--- config.mk ---
export PLATFORM = sky130hd
export DESIGN_NAME = sensor_average_thermostat
export DESIGN_NICKNAME = d
export VERILOG_FILES = /design/src/rtl/sat_pkg.sv /design/src/rtl/sat_table.sv /design/src/rtl/sat_control.sv /design/src/rtl/sensor_average_thermostat.sv
export SDC_FILE = /design/constraint.sdc
export NUM_CORES = 1
export LEC_CHECK = 0
export BUFFER_PORTS_ARGS = -buffer_cell sky130_fd_sc_hd__buf_2
export CORE_ASPECT_RATIO = 0.8
export CORE_UTILIZATION = 58
export DETAILED_ROUTE_END_ITERATION = 6
export GPL_ROUTABILITY_DRIVEN = 0
export PLACE_DENSITY_LB_ADDON = 0.25
export SYNTH_ARGS = -nofsm -noshare
export SYNTH_HDL_FRONTEND = slang
export SYNTH_SLANG_ARGS = --single-unit
--- constraint.sdc ---
create_clock -name clk -period 6.9 [get_ports clk]
set_clock_uncertainty 0.1 [all_clocks]
set_input_delay 1.38 -clock clk [delete_from_list [all_inputs] [get_ports clk]]
set_output_delay 1.38 -clock clk [all_outputs]
set_load 0.05 [all_outputs]
--- src/rtl/sat_pkg.sv ---
// Shared codes, constants and handoff types of the sensor-averaging thermostat.
`default_nettype none
package sat_pkg;

  // Operation codes. Code three falls through to evaluate-only.
  localparam logic [1:0] OP_EVAL   = 2'd0;
  localparam logic [1:0] OP_ADD    = 2'd1;
  localparam logic [1:0] OP_UPDATE = 2'd2;

  // Sensor kinds accepted by an add.
  localparam logic [7:0] KIND_TEMP = 8'd1;
  localparam logic [7:0] KIND_HUM  = 8'd2;

  // Operation status codes.
  localparam logic [1:0] ST_OK       = 2'd0;
  localparam logic [1:0] ST_BAD_KIND = 2'd1;
  localparam logic [1:0] ST_FULL     = 2'd2;
  localparam logic [1:0] ST_BAD_SLOT = 2'd3;

  // Flag change codes.
  localparam logic [1:0] CHG_NONE = 2'd0;
  localparam logic [1:0] CHG_HEAT = 2'd1;
  localparam logic [1:0] CHG_HUM  = 2'd2;

  // Configuration register indexes.
  localparam int CFG_INDEX_BITS = 1;
  localparam logic [CFG_INDEX_BITS-1:0] REG_TARGET_TEMP = 1'd0;
  localparam logic [CFG_INDEX_BITS-1:0] REG_TARGET_HUM  = 1'd1;

  // Target reset values in Q8.8: 19.0 degrees and 50.0 percent.
  localparam int TARGET_TEMP_RESET = 4864;
  localparam int TARGET_HUM_RESET  = 12800;

  localparam int SLOT_USED_BITS = 4;

  typedef struct packed {
    logic [1:0]                status;
    logic [SLOT_USED_BITS-1:0] used;
  } op_result_t;

  typedef struct packed {
    logic [1:0] change;
    logic       heating;
    logic       humidifying;
  } flag_result_t;

endpackage
`default_nettype wire

--- src/rtl/sat_table.sv ---
// Sensor slot table with running per-kind sums and counts.
`default_nettype none
module sat_table #(
  parameter int SENSOR_SLOTS = 5,
  parameter int VALUE_BITS   = 16,
  parameter int CNT_BITS     = 3,
  parameter int SUM_BITS     = 19
) (
  input  wire logic                         clk,
  input  wire logic                         rst,
  input  wire logic                         commit,
  input  wire logic [1:0]                   operation,
  input  wire logic [7:0]                   sensor_kind,
  input  wire logic [7:0]                   slot_index,
  input  wire logic signed [VALUE_BITS-1:0] sample_value,
  output sat_pkg::op_result_t               op_result,
  output logic signed [SUM_BITS-1:0]        temp_sum_next,
  output logic signed [SUM_BITS-1:0]        hum_sum_next,
  output logic [CNT_BITS-1:0]               temp_cnt_next,
  output logic [CNT_BITS-1:0]               hum_cnt_next
);

  localparam int IDX_BITS = (SENSOR_SLOTS > 1) ? $clog2(SENSOR_SLOTS) : 1;

  logic signed [VALUE_BITS-1:0] slot_value [SENSOR_SLOTS];
  logic                         slot_is_hum [SENSOR_SLOTS];
  logic [SENSOR_SLOTS-1:0]      slot_valid;
  logic signed [SUM_BITS-1:0]   temp_sum;
  logic signed [SUM_BITS-1:0]   hum_sum;
  logic [CNT_BITS-1:0]          temp_cnt;
  logic [CNT_BITS-1:0]          hum_cnt;

  logic                         found;
  logic [IDX_BITS-1:0]          free_idx;
  logic [IDX_BITS-1:0]          upd_idx;
  logic                         upd_ok;
  logic                         kind_ok;
  logic                         is_hum_add;
  logic signed [SUM_BITS-1:0]   sample_ext;
  logic signed [SUM_BITS-1:0]   old_ext;
  logic                         wr_en;
  logic                         wr_new;
  logic [IDX_BITS-1:0]          wr_idx;

  // Lowest free slot.
  always_comb begin
    found    = 1'b0;
    free_idx = '0;
    for (int i = 0; i < SENSOR_SLOTS; i++) begin
      if (!found && !slot_valid[i]) begin
        found    = 1'b1;
        free_idx = IDX_BITS'(i);
      end
    end
  end

  assign upd_idx    = slot_index[IDX_BITS-1:0];
  assign upd_ok     = (int'(slot_index) < SENSOR_SLOTS) && slot_valid[upd_idx];
  assign kind_ok    = (sensor_kind == sat_pkg::KIND_TEMP) || (sensor_kind == sat_pkg::KIND_HUM);
  assign is_hum_add = (sensor_kind == sat_pkg::KIND_HUM);
  assign sample_ext = {{(SUM_BITS-VALUE_BITS){sample_value[VALUE_BITS-1]}}, sample_value};
  assign old_ext    = {{(SUM_BITS-VALUE_BITS){slot_value[upd_idx][VALUE_BITS-1]}},
                       slot_value[upd_idx]};

  always_comb begin
    op_result.status = sat_pkg::ST_OK;
    op_result.used   = '0;
    temp_sum_next    = temp_sum;
    hum_sum_next     = hum_sum;
    temp_cnt_next    = temp_cnt;
    hum_cnt_next     = hum_cnt;
    wr_en            = 1'b0;
    wr_new           = 1'b0;
    wr_idx           = upd_idx;
    unique case (operation)
      sat_pkg::OP_ADD: begin
        if (!kind_ok) begin
          op_result.status = sat_pkg::ST_BAD_KIND;
        end else if (!found) begin
          op_result.status = sat_pkg::ST_FULL;
        end else begin
          wr_en          = 1'b1;
          wr_new         = 1'b1;
          wr_idx         = free_idx;
          op_result.used = sat_pkg::SLOT_USED_BITS'(free_idx);
          if (is_hum_add) begin
            hum_sum_next = hum_sum + sample_ext;
            hum_cnt_next = CNT_BITS'(hum_cnt + 1'b1);
          end else begin
            temp_sum_next = temp_sum + sample_ext;
            temp_cnt_next = CNT_BITS'(temp_cnt + 1'b1);
          end
        end
      end
      sat_pkg::OP_UPDATE: begin
        if (!upd_ok) begin
          op_result.status = sat_pkg::ST_BAD_SLOT;
        end else begin
          wr_en          = 1'b1;
          op_result.used = sat_pkg::SLOT_USED_BITS'(upd_idx);
          if (slot_is_hum[upd_idx]) begin
            hum_sum_next = hum_sum - old_ext + sample_ext;
          end else begin
            temp_sum_next = temp_sum - old_ext + sample_ext;
          end
        end
      end
      default: begin
        // evaluate only
      end
    endcase
  end

  always_ff @(posedge clk) begin
    if (rst) begin
      slot_valid <= '0;
      temp_sum   <= '0;
      hum_sum    <= '0;
      temp_cnt   <= '0;
      hum_cnt    <= '0;
    end else if (commit) begin
      temp_sum <= temp_sum_next;
      hum_sum  <= hum_sum_next;
      temp_cnt <= temp_cnt_next;
      hum_cnt  <= hum_cnt_next;
      if (wr_en && wr_new) begin
        slot_valid[wr_idx] <= 1'b1;
      end
    end
  end

  always_ff @(posedge clk) begin
    if (commit && wr_en) begin
      slot_value[wr_idx] <= sample_value;
      if (wr_new) begin
        slot_is_hum[wr_idx] <= is_hum_add;
      end
    end
  end

endmodule
`default_nettype wire

--- src/rtl/sat_control.sv ---
// Heater and humidifier flags, checked against target times count.
`default_nettype none
module sat_control #(
  parameter int VALUE_BITS = 16,
  parameter int CNT_BITS   = 3,
  parameter int SUM_BITS   = 19
) (
  input  wire logic                         clk,
  input  wire logic                         rst,
  input  wire logic                         commit,
  input  wire logic signed [VALUE_BITS-1:0] target_temp,
  input  wire logic signed [VALUE_BITS-1:0] target_hum,
  input  wire logic signed [SUM_BITS-1:0]   temp_sum,
  input  wire logic signed [SUM_BITS-1:0]   hum_sum,
  input  wire logic [CNT_BITS-1:0]          temp_cnt,
  input  wire logic [CNT_BITS-1:0]          hum_cnt,
  output sat_pkg::flag_result_t             flags
);

  logic                       heater;
  logic                       humidifier;
  logic signed [SUM_BITS-1:0] temp_limit;
  logic signed [SUM_BITS-1:0] hum_limit;
  logic                       heat_now;
  logic                       hum_now;
  logic                       heat_flip;

  // Average below target, without a divide: sum < target * count.
  assign temp_limit = SUM_BITS'(target_temp) * SUM_BITS'($signed({1'b0, temp_cnt}));
  assign hum_limit  = SUM_BITS'(target_hum) * SUM_BITS'($signed({1'b0, hum_cnt}));
  assign heat_now   = temp_sum < temp_limit;
  assign hum_now    = hum_sum < hum_limit;
  assign heat_flip  = (temp_cnt != '0) && (heat_now != heater);

  always_comb begin
    flags.change      = sat_pkg::CHG_NONE;
    flags.heating     = heater;
    flags.humidifying = humidifier;
    if (temp_cnt != '0) begin
      flags.heating = heat_now;
    end
    if (heat_flip) begin
      flags.change = sat_pkg::CHG_HEAT;
    end else if (hum_cnt != '0) begin
      // skip humidity when heating flipped on this word
      flags.humidifying = hum_now;
      if (hum_now != humidifier) begin
        flags.change = sat_pkg::CHG_HUM;
      end
    end
  end

  always_ff @(posedge clk) begin
    if (rst) begin
      heater     <= 1'b0;
      humidifier <= 1'b0;
    end else if (commit) begin
      heater     <= flags.heating;
      humidifier <= flags.humidifying;
    end
  end

endmodule
`default_nettype wire

--- src/rtl/sensor_average_thermostat.sv ---
// Top level of the sensor-averaging thermostat: input stage, result stage, targets.
//
//   channel   signals                                  direction  width
//   item      item_valid, item_stall, operation,       in         2+8+8+VALUE_BITS
//             sensor_kind, slot_index, sample_value
//   result    result_valid, result_stall, op_status,   out        2+4+2+1+1
//             slot_used, change_code, heating, humidifying
//   config    cfg_write, cfg_index, cfg_data           in         1+1+VALUE_BITS
//
// One word per cycle while no result word is stalled; a taken word moves from the input register
// into the result register, which raises result_valid. The table update and flag check are
// combinational between the input register and the result register.
// The table, sums and flags advance as a word moves into the result register.
// Reset (synchronous) clears slot valid bits, sums, counts, flags and both stages.
// A stalled result holds; the input register keeps taking a word while the result
// register drains, and item_stall rises only when both are full and result_stall is high.
`default_nettype none
module sensor_average_thermostat #(
  parameter int SENSOR_SLOTS = 5,
  parameter int VALUE_BITS   = 16
) (
  input  wire logic                                  clk,
  input  wire logic                                  rst,
  input  wire logic                                  cfg_write,
  input  wire logic [sat_pkg::CFG_INDEX_BITS-1:0]    cfg_index,
  input  wire logic [VALUE_BITS-1:0]                 cfg_data,
  input  wire logic                                  item_valid,
  output logic                                       item_stall,
  input  wire logic [1:0]                            operation,
  input  wire logic [7:0]                            sensor_kind,
  input  wire logic [7:0]                            slot_index,
  input  wire logic signed [VALUE_BITS-1:0]          sample_value,
  output logic                                       result_valid,
  input  wire logic                                  result_stall,
  output logic [1:0]                                 op_status,
  output logic [sat_pkg::SLOT_USED_BITS-1:0]         slot_used,
  output logic [1:0]                                 change_code,
  output logic                                       heating,
  output logic                                       humidifying
);

  localparam int CNT_BITS = $clog2(SENSOR_SLOTS + 1);
  localparam int SUM_BITS = VALUE_BITS + CNT_BITS;

  logic signed [VALUE_BITS-1:0] target_temp;
  logic signed [VALUE_BITS-1:0] target_hum;

  logic                         s1_valid;
  logic [1:0]                   s1_op;
  logic [7:0]                   s1_kind;
  logic [7:0]                   s1_idx;
  logic signed [VALUE_BITS-1:0] s1_sample;

  logic                         advance;
  logic                         take;

  sat_pkg::op_result_t          op_result;
  sat_pkg::flag_result_t        flags;
  logic signed [SUM_BITS-1:0]   temp_sum_next;
  logic signed [SUM_BITS-1:0]   hum_sum_next;
  logic [CNT_BITS-1:0]          temp_cnt_next;
  logic [CNT_BITS-1:0]          hum_cnt_next;

  assign advance    = s1_valid && !(result_valid && result_stall);
  assign item_stall = s1_valid && !advance;
  assign take       = item_valid && !item_stall;

  always_ff @(posedge clk) begin
    if (rst) begin
      target_temp <= VALUE_BITS'(sat_pkg::TARGET_TEMP_RESET);
      target_hum  <= VALUE_BITS'(sat_pkg::TARGET_HUM_RESET);
    end else if (cfg_write) begin
      unique case (cfg_index)
        sat_pkg::REG_TARGET_TEMP: target_temp <= cfg_data;
        sat_pkg::REG_TARGET_HUM:  target_hum  <= cfg_data;
        default: begin
        end
      endcase
    end
  end

  always_ff @(posedge clk) begin
    if (rst) begin
      s1_valid <= 1'b0;
    end else if (take) begin
      s1_valid <= 1'b1;
    end else if (advance) begin
      s1_valid <= 1'b0;
    end
  end

  always_ff @(posedge clk) begin
    if (take) begin
      s1_op     <= operation;
      s1_kind   <= sensor_kind;
      s1_idx    <= slot_index;
      s1_sample <= sample_value;
    end
  end

  sat_table #(
    .SENSOR_SLOTS (SENSOR_SLOTS),
    .VALUE_BITS   (VALUE_BITS),
    .CNT_BITS     (CNT_BITS),
    .SUM_BITS     (SUM_BITS)
  ) u_table (
    .clk           (clk),
    .rst           (rst),
    .commit        (advance),
    .operation     (s1_op),
    .sensor_kind   (s1_kind),
    .slot_index    (s1_idx),
    .sample_value  (s1_sample),
    .op_result     (op_result),
    .temp_sum_next (temp_sum_next),
    .hum_sum_next  (hum_sum_next),
    .temp_cnt_next (temp_cnt_next),
    .hum_cnt_next  (hum_cnt_next)
  );

  sat_control #(
    .VALUE_BITS (VALUE_BITS),
    .CNT_BITS   (CNT_BITS),
    .SUM_BITS   (SUM_BITS)
  ) u_control (
    .clk         (clk),
    .rst         (rst),
    .commit      (advance),
    .target_temp (target_temp),
    .target_hum  (target_hum),
    .temp_sum    (temp_sum_next),
    .hum_sum     (hum_sum_next),
    .temp_cnt    (temp_cnt_next),
    .hum_cnt     (hum_cnt_next),
    .flags       (flags)
  );

  always_ff @(posedge clk) begin
    if (rst) begin
      result_valid <= 1'b0;
    end else if (advance) begin
      result_valid <= 1'b1;
    end else if (!result_stall) begin
      result_valid <= 1'b0;
    end
  end

  always_ff @(posedge clk) begin
    if (advance) begin
      op_status   <= op_result.status;
      slot_used   <= op_result.used;
      change_code <= flags.change;
      heating     <= flags.heating;
      humidifying <= flags.humidifying;
    end
  end

endmodule
`default_nettype wire

After elaboration in Yosys (flattened, before gate mapping)
Memories as Yosys holds them, arrays and structs flattened. A register that Yosys moved wholly into a read port is not among the register bits.
Cells that the tools add are included.
Word-level totals
  register bits after elaboration: 129
  RAM bits: 85
  output and inout bits: 12
  memories kept: 2
Cells by class
  add/sub/neg operators: 8
  multiply operators: 2
  $lt $le $gt $ge: 6
  equal/unequal tests: 7
  mux-type cells: 64
  bitwise gates (word level): 3
  reductions and logical operators: 31
Memories
  u_table.slot_value: words 5, bits a word 16, read ports 1, clocked after memory_dff 1, write ports 1, RTL line sat_table.sv:25  | logic signed [VALUE_BITS-1:0] slot_value [SENSOR_SLOTS];
  u_table.slot_is_hum: words 5, bits a word 1, read ports 1, clocked after memory_dff 1, write ports 1, RTL line sat_table.sv:26  | logic slot_is_hum [SENSOR_SLOTS];
Operators by type and width (number)
  $mux 19: 10
  $add 19x16->19: 4
  $pmux 19 s2: 2
  $mux 3: 16
  $lt 19x19->1: 2
  $mul 16x4->19: 2
  $sub 19x16->19: 2
  $mux 1: 25
  $logic_and 1x1->1: 13
  $mux 2: 6
  $pmux 6 s2: 1
  $logic_not 1->1: 10
  $eq 8x1->1 const B: 1
  $eq 8x2->1 const B: 1
  $lt 3x4->1 const B: 2
  $lt 8x3->1 const B: 1
  $add 3x1->3 const B: 2
  $reduce_and 2->1: 3
  $reduce_bool 3->1: 2
  $or 5x5->5: 1
  $mux 4: 1
  $bmux 1 s3: 1
  $demux 1 s3: 1
  $ge 3x1->1 const B: 1
  other kinds (9): 11

Longest topological paths before layout
  depth after elaboration: 20
  mapped depth: 32

Hierarchy
From an unflattened synthesis, not the netlist that was laid out.
Second synthesis, totals
  cell total of the unflattened synthesis: 2048
  area, all modules: 18672.9 um^2
By module, submodules not included
  sat_table: times used 1, cells each 1253, area each 11359.6 um^2, seq. area each 3533.4 um^2
  sat_control: times used 1, cells each 614, area each 4564.4 um^2, seq. area each 40.0 um^2
  sensor_average_thermostat: times used 1, cells each 181, area each 2748.9 um^2, seq. area each 2001.9 um^2

Worst setup path after synthesis
Ideal clock, no wire load.
  path type: reg-to-reg
  start point: reg s1_kind[5]
  end point: reg humidifying, data pin
  library setup time: 0.274 ns
  arrival: 6.937 ns
  data required time: 6.526 ns
  slack: -0.411 ns
  cell stages (with the launch flop): 30
  path buffers: 2
  clock period less this slack: 7.311 ns
  path through: edfxtp_1 -> or4_4 -> a2111o_1 -> buf_2 -> nor2_2 -> mux2i_1 -> clkbuf_1 -> nor2b_1 -> ha_1 -> fa_1 -> ha_1 -> a21o_1 -> a21o_1 -> a21oi_1 -> o21ai_0 -> a41o_1 -> o41ai_1 -> o2111ai_1 -> a21oi_1 -> xor2_1 -> ha_1 -> nand4_1 -> nor2_1 -> a21oi_1 -> o2111a_1 -> o2bb2ai_1 -> a31oi_2 -> mux2i_1 -> nor2_1 -> mux2i_1
RTL lines
  from (decl): RTL line sensor_average_thermostat.sv:50  | logic [7:0] s1_kind;
  from (signal assigned): RTL line sensor_average_thermostat.sv:95  | s1_kind <= sensor_kind;
  to (signal assigned): RTL line sensor_average_thermostat.sv:154  | humidifying <= flags.humidifying;
  to (decl): RTL line sensor_average_thermostat.sv:39  | output logic humidifying

==> impl_metrics.py <==
metrics = {
    "floorplan": {
        "dieHeight_um": 159,
        "core-area_um2": 29700,
        "floorplan.rows": 56,
        "floorplan.initialDensity_pct": 59.9,
        "die_area_um2": 31400,
        "floorplan.io_pins": 68,
        "die_w_um": 198,
    },
    "clocking": {
        "cts_bufs_inserted": 24,
        "clock_insertion_delay_worst_skew_ps": 520,
        "ctsHoldBuffers": 0,
        "cts_root_buffer": "clkbuf_16",
        "clockBufferDepth": 3,
        "tritoncts": "done",
        "clk_pin_slew_ps": 60,
        "cts.htree.levels": 1,
        "clock-sinks": 216,
    },
    "grt": {
        "antenna_found_initial": 0,
        "grt_pass1_wl_mm": 74.8,
        "number_of_global_route_vias_before_repair": 14200,
        "grt_max_degree": 87,
        "grt_overflow": 0,
        "gr-usage-all-layers_pct": 30.8,
    },
    "setup_path": {
        "critPathMaxFanout": 5,
        "critical-path-slowest-cell": "or4_4",
        "crit_path_start_kind": "register",
        "critPathMaxStageDelay_ps": 590,
        "worst-endpoint-required_ps": 7070,
        "critPathKind": "register to register",
        "element_type_at_the_critical_path_end": "register",
        "timing.critical_path.arrival_ps": 7070,
    },
    "status": {
        "violated_checks": "setup timing",
        "status": "finished, violations left",
    },
    "route": {
        "drt-wirelength-per-cell_um": 19.7,
        "total_number_of_vias": 14900,
        "drt_iter0_markers": 1403,
        "route.detailed.vias_per_inst": 6.05,
        "drc": 0,
        "dr.pass1.iters": 6,
        "ant_nets": 0,
        "wirelength_mm": 48.5,
    },
    "placement": {
        "numPortBuffers": 66,
        "placedCellCount": 2410,
        "post-dp-hpwl_mm": 35.5,
    },
    "synthesis": {
        "fraction_of_synthesized_area_in_multiplexers_pct": 4.34,
        "post-synth-top-area-cell": "edfxtp_1",
        "synthSimpleGateAreaFrac_pct": 13.2,
        "ys_seq_elements": 216,
        "ys_async_sr_fraction_pct": 0,
        "yosys.area_share.xor_xnor_pct": 4.92,
        "post_synth_main_area_contributors": "edfxtp_1, ha_1, dfxtp_1",
        "synth_warnings": 0,
        "synth_compound_gate_area_share_pct": 17.8,
        "number_of_synthesized_flops_with_an_enable_pin": 128,
        "synthesized_netlist_net_count": 2253,
        "count_of_distinct_cell_types_in_the_synthesized_netlist": 78,
        "synth_top_family_by_area": "adder cells",
        "syn_area_um2": 17800,
        "syn-instance-count": 1944,
        "seq_area_frac_synth_pct": 31.5,
        "postSynth.topFlopCell": "edfxtp_1",
        "synth_top_cell_area_share_pct": 21.6,
        "synth-adder-area-share_pct": 20.7,
        "avgSynthCellArea_um2": 9.15,
    },
    "layout": {
        "finalNonFillerCells": 2463,
        "post_route_cells_drive_above_1_share_pct": 14.3,
        "antenna_cells": 0,
        "syn2layout_area_growth_pct": 13.9,
        "layout_commonest_cell": "inv_1",
        "most-common-layout-cells": "inv_1, nand2_1, ha_1, a21oi_1, edfxtp_1",
        "fin_nets": 2349,
    },
    "timing": {
        "post_route_minimum_period_ps": 6910,
        "max_slew.worst_pin.slew_ps": 1040,
        "slew_viol_final": 0,
        "post-route-period-util_pct": 100,
        "setup_viol_count_final": 1,
        "max_clock_freq_ghz": 0.145,
        "grt_setup_unrepaired": "true",
        "final_hold_viol_count": 0,
        "setup_ws_post_layout_ps": -5.28,
        "slew-limit-headroom_pct": 30.6,
    },
    "power": {
        "power.leakage_nw": 8.85,
        "power_density_nw_per_um2": 192,
        "worst_ir_drop_vdd_mv": 0.200,
        "p_total_w": 0.00390,
    },
    "min_path": {
        "timing.hold.worst.class": "register to register",
    },
    "run": {
        "drv.max_cap_violation_count": 0,
    },
}
worst max-delay path: cells and delay by family, from the launching register on:
family / cells / cell delay, ps
AOI/OAI and AO/OA: 13 / 2560
adders and majority gates: 4 / 1380
muxes: 3 / 790
DFF: 1 / 380
buffers and inverters: 1 / 180
xor gates and xnor gates: 1 / 180
and+or+nand+nor: 6 / 1080
power by group:
part           internal, W  switching, W
registers          0.00141     0.0000485
logic             0.000415      0.000619
clock network     0.000879      0.000531
total              0.00270       0.00120
synth_stat cells (4+ instances only):
cell type    n
nor3_1      26
a22oi_1      6
o22ai_1      7
xor2_1      42
a211o_1      9
ha_1       183
edfxtp_1   128
a21boi_0     4
a211oi_1    24
nor2_1     101
a311oi_1     5
nand2_1    172
a221oi_1    33
inv_1      285
dfxtp_1     88
clkbuf_1    57
mux4_2      17
a21o_1      50
nand4_1      7
mux2_2      23
nor4_1       6
o21bai_1    14
xnor2_1     53
and2_1      12
or3_1       10
a21oi_1    180
a221o_1      4
o21a_1      12
nor2b_1     72
o21ai_0     73
fa_1        70
mux2i_1     13
nand3_1     28
and3_1      12
o2111ai_1    6
a31oi_1     10
nand3b_1     8
nand2b_1    13
a2111oi_0    7
buf_1        6
and4_1       4
final timing paths:
kind	slack (ps)	end	start	cells past startpoint
worst max register to register	-5	humidifying	s1_kind[6]	28
worst min-delay path	390	target_hum[4]	target_hum[4]	2
worst max-delay path	-5	humidifying	s1_kind[6]	28
worst min register to register	390	target_hum[4]	target_hum[4]	2
layer usage:
layer,up-vias,GRT usage [%],routed length (um)
met5,-,0,0
met4,0,10.9,1950
met3,137,5.15,4750
met2,705,48.1,21100
met1,7077,43.1,20700
li1,6984,-,-
logic make-up after synthesis:
kind of cell | after synthesis
AO/OA/AOI/OAI | 486
AND/OR/NAND/NOR | 486
buffers and inverters | 352
adder cells (fa/ha/maj) | 253
flip-flops | 216
XOR/XNOR | 97
multiplexers | 53
other | 1
through the flow:
| stage | setup slack [ps] | TNS (ps) | cell area, um2 | util (%) | hold slack, ps |
|---|---|---|---|---|---|
| floorplan | -46.1 | -46.1 | 17800 | - | 349 |
| CTS | 11.3 | 0 | 19800 | 66.7 | 388 |
| global placement | 36.0 | 0 | 18900 | 63.6 | 378 |
| detailed placement | -185 | -480 | 18900 | 63.6 | 381 |
| global route | -296 | -947 | 20300 | 68.2 | 428 |
| finish | -5.28 | -5.28 | 20300 | 68.2 | 389 |
repair_timing:
action                     4_1_cts  5_1_grt
buffers inserted                 2        8
resized for setup                9       70
hold endpoints to repair         0        0
pin swaps                        9       61
setup endpoints to repair        4        6
area by class of cell:
class | count | area, um2
clock buffers | 33 | 718
inverters | 285 | 1070
well taps | 406 | 508
fillers | 2348 | 9450
clock inverters | 10 | 160
repair buffers | 137 | 918
multi-input cells | 1376 | 11300
flip-flops and latches | 216 | 5610
state kept, by name, summed over array words and instances (netlist names), 2 cells and up, named ones only:
name                 cells
slot_used                3
u_table.hum_cnt          3
change_code              2
u_table.slot_is_hum      5
target_temp             16
u_table.temp_cnt         3
s1_op                    2
u_table.temp_sum        19
s1_sample               16
s1_kind                  8
u_table.slot_value      80
u_table.hum_sum         19
target_hum              16
u_table.slot_valid       5
s1_idx                   8
op_status                2
Note: power is estimated with default switching activity, not from simulation.
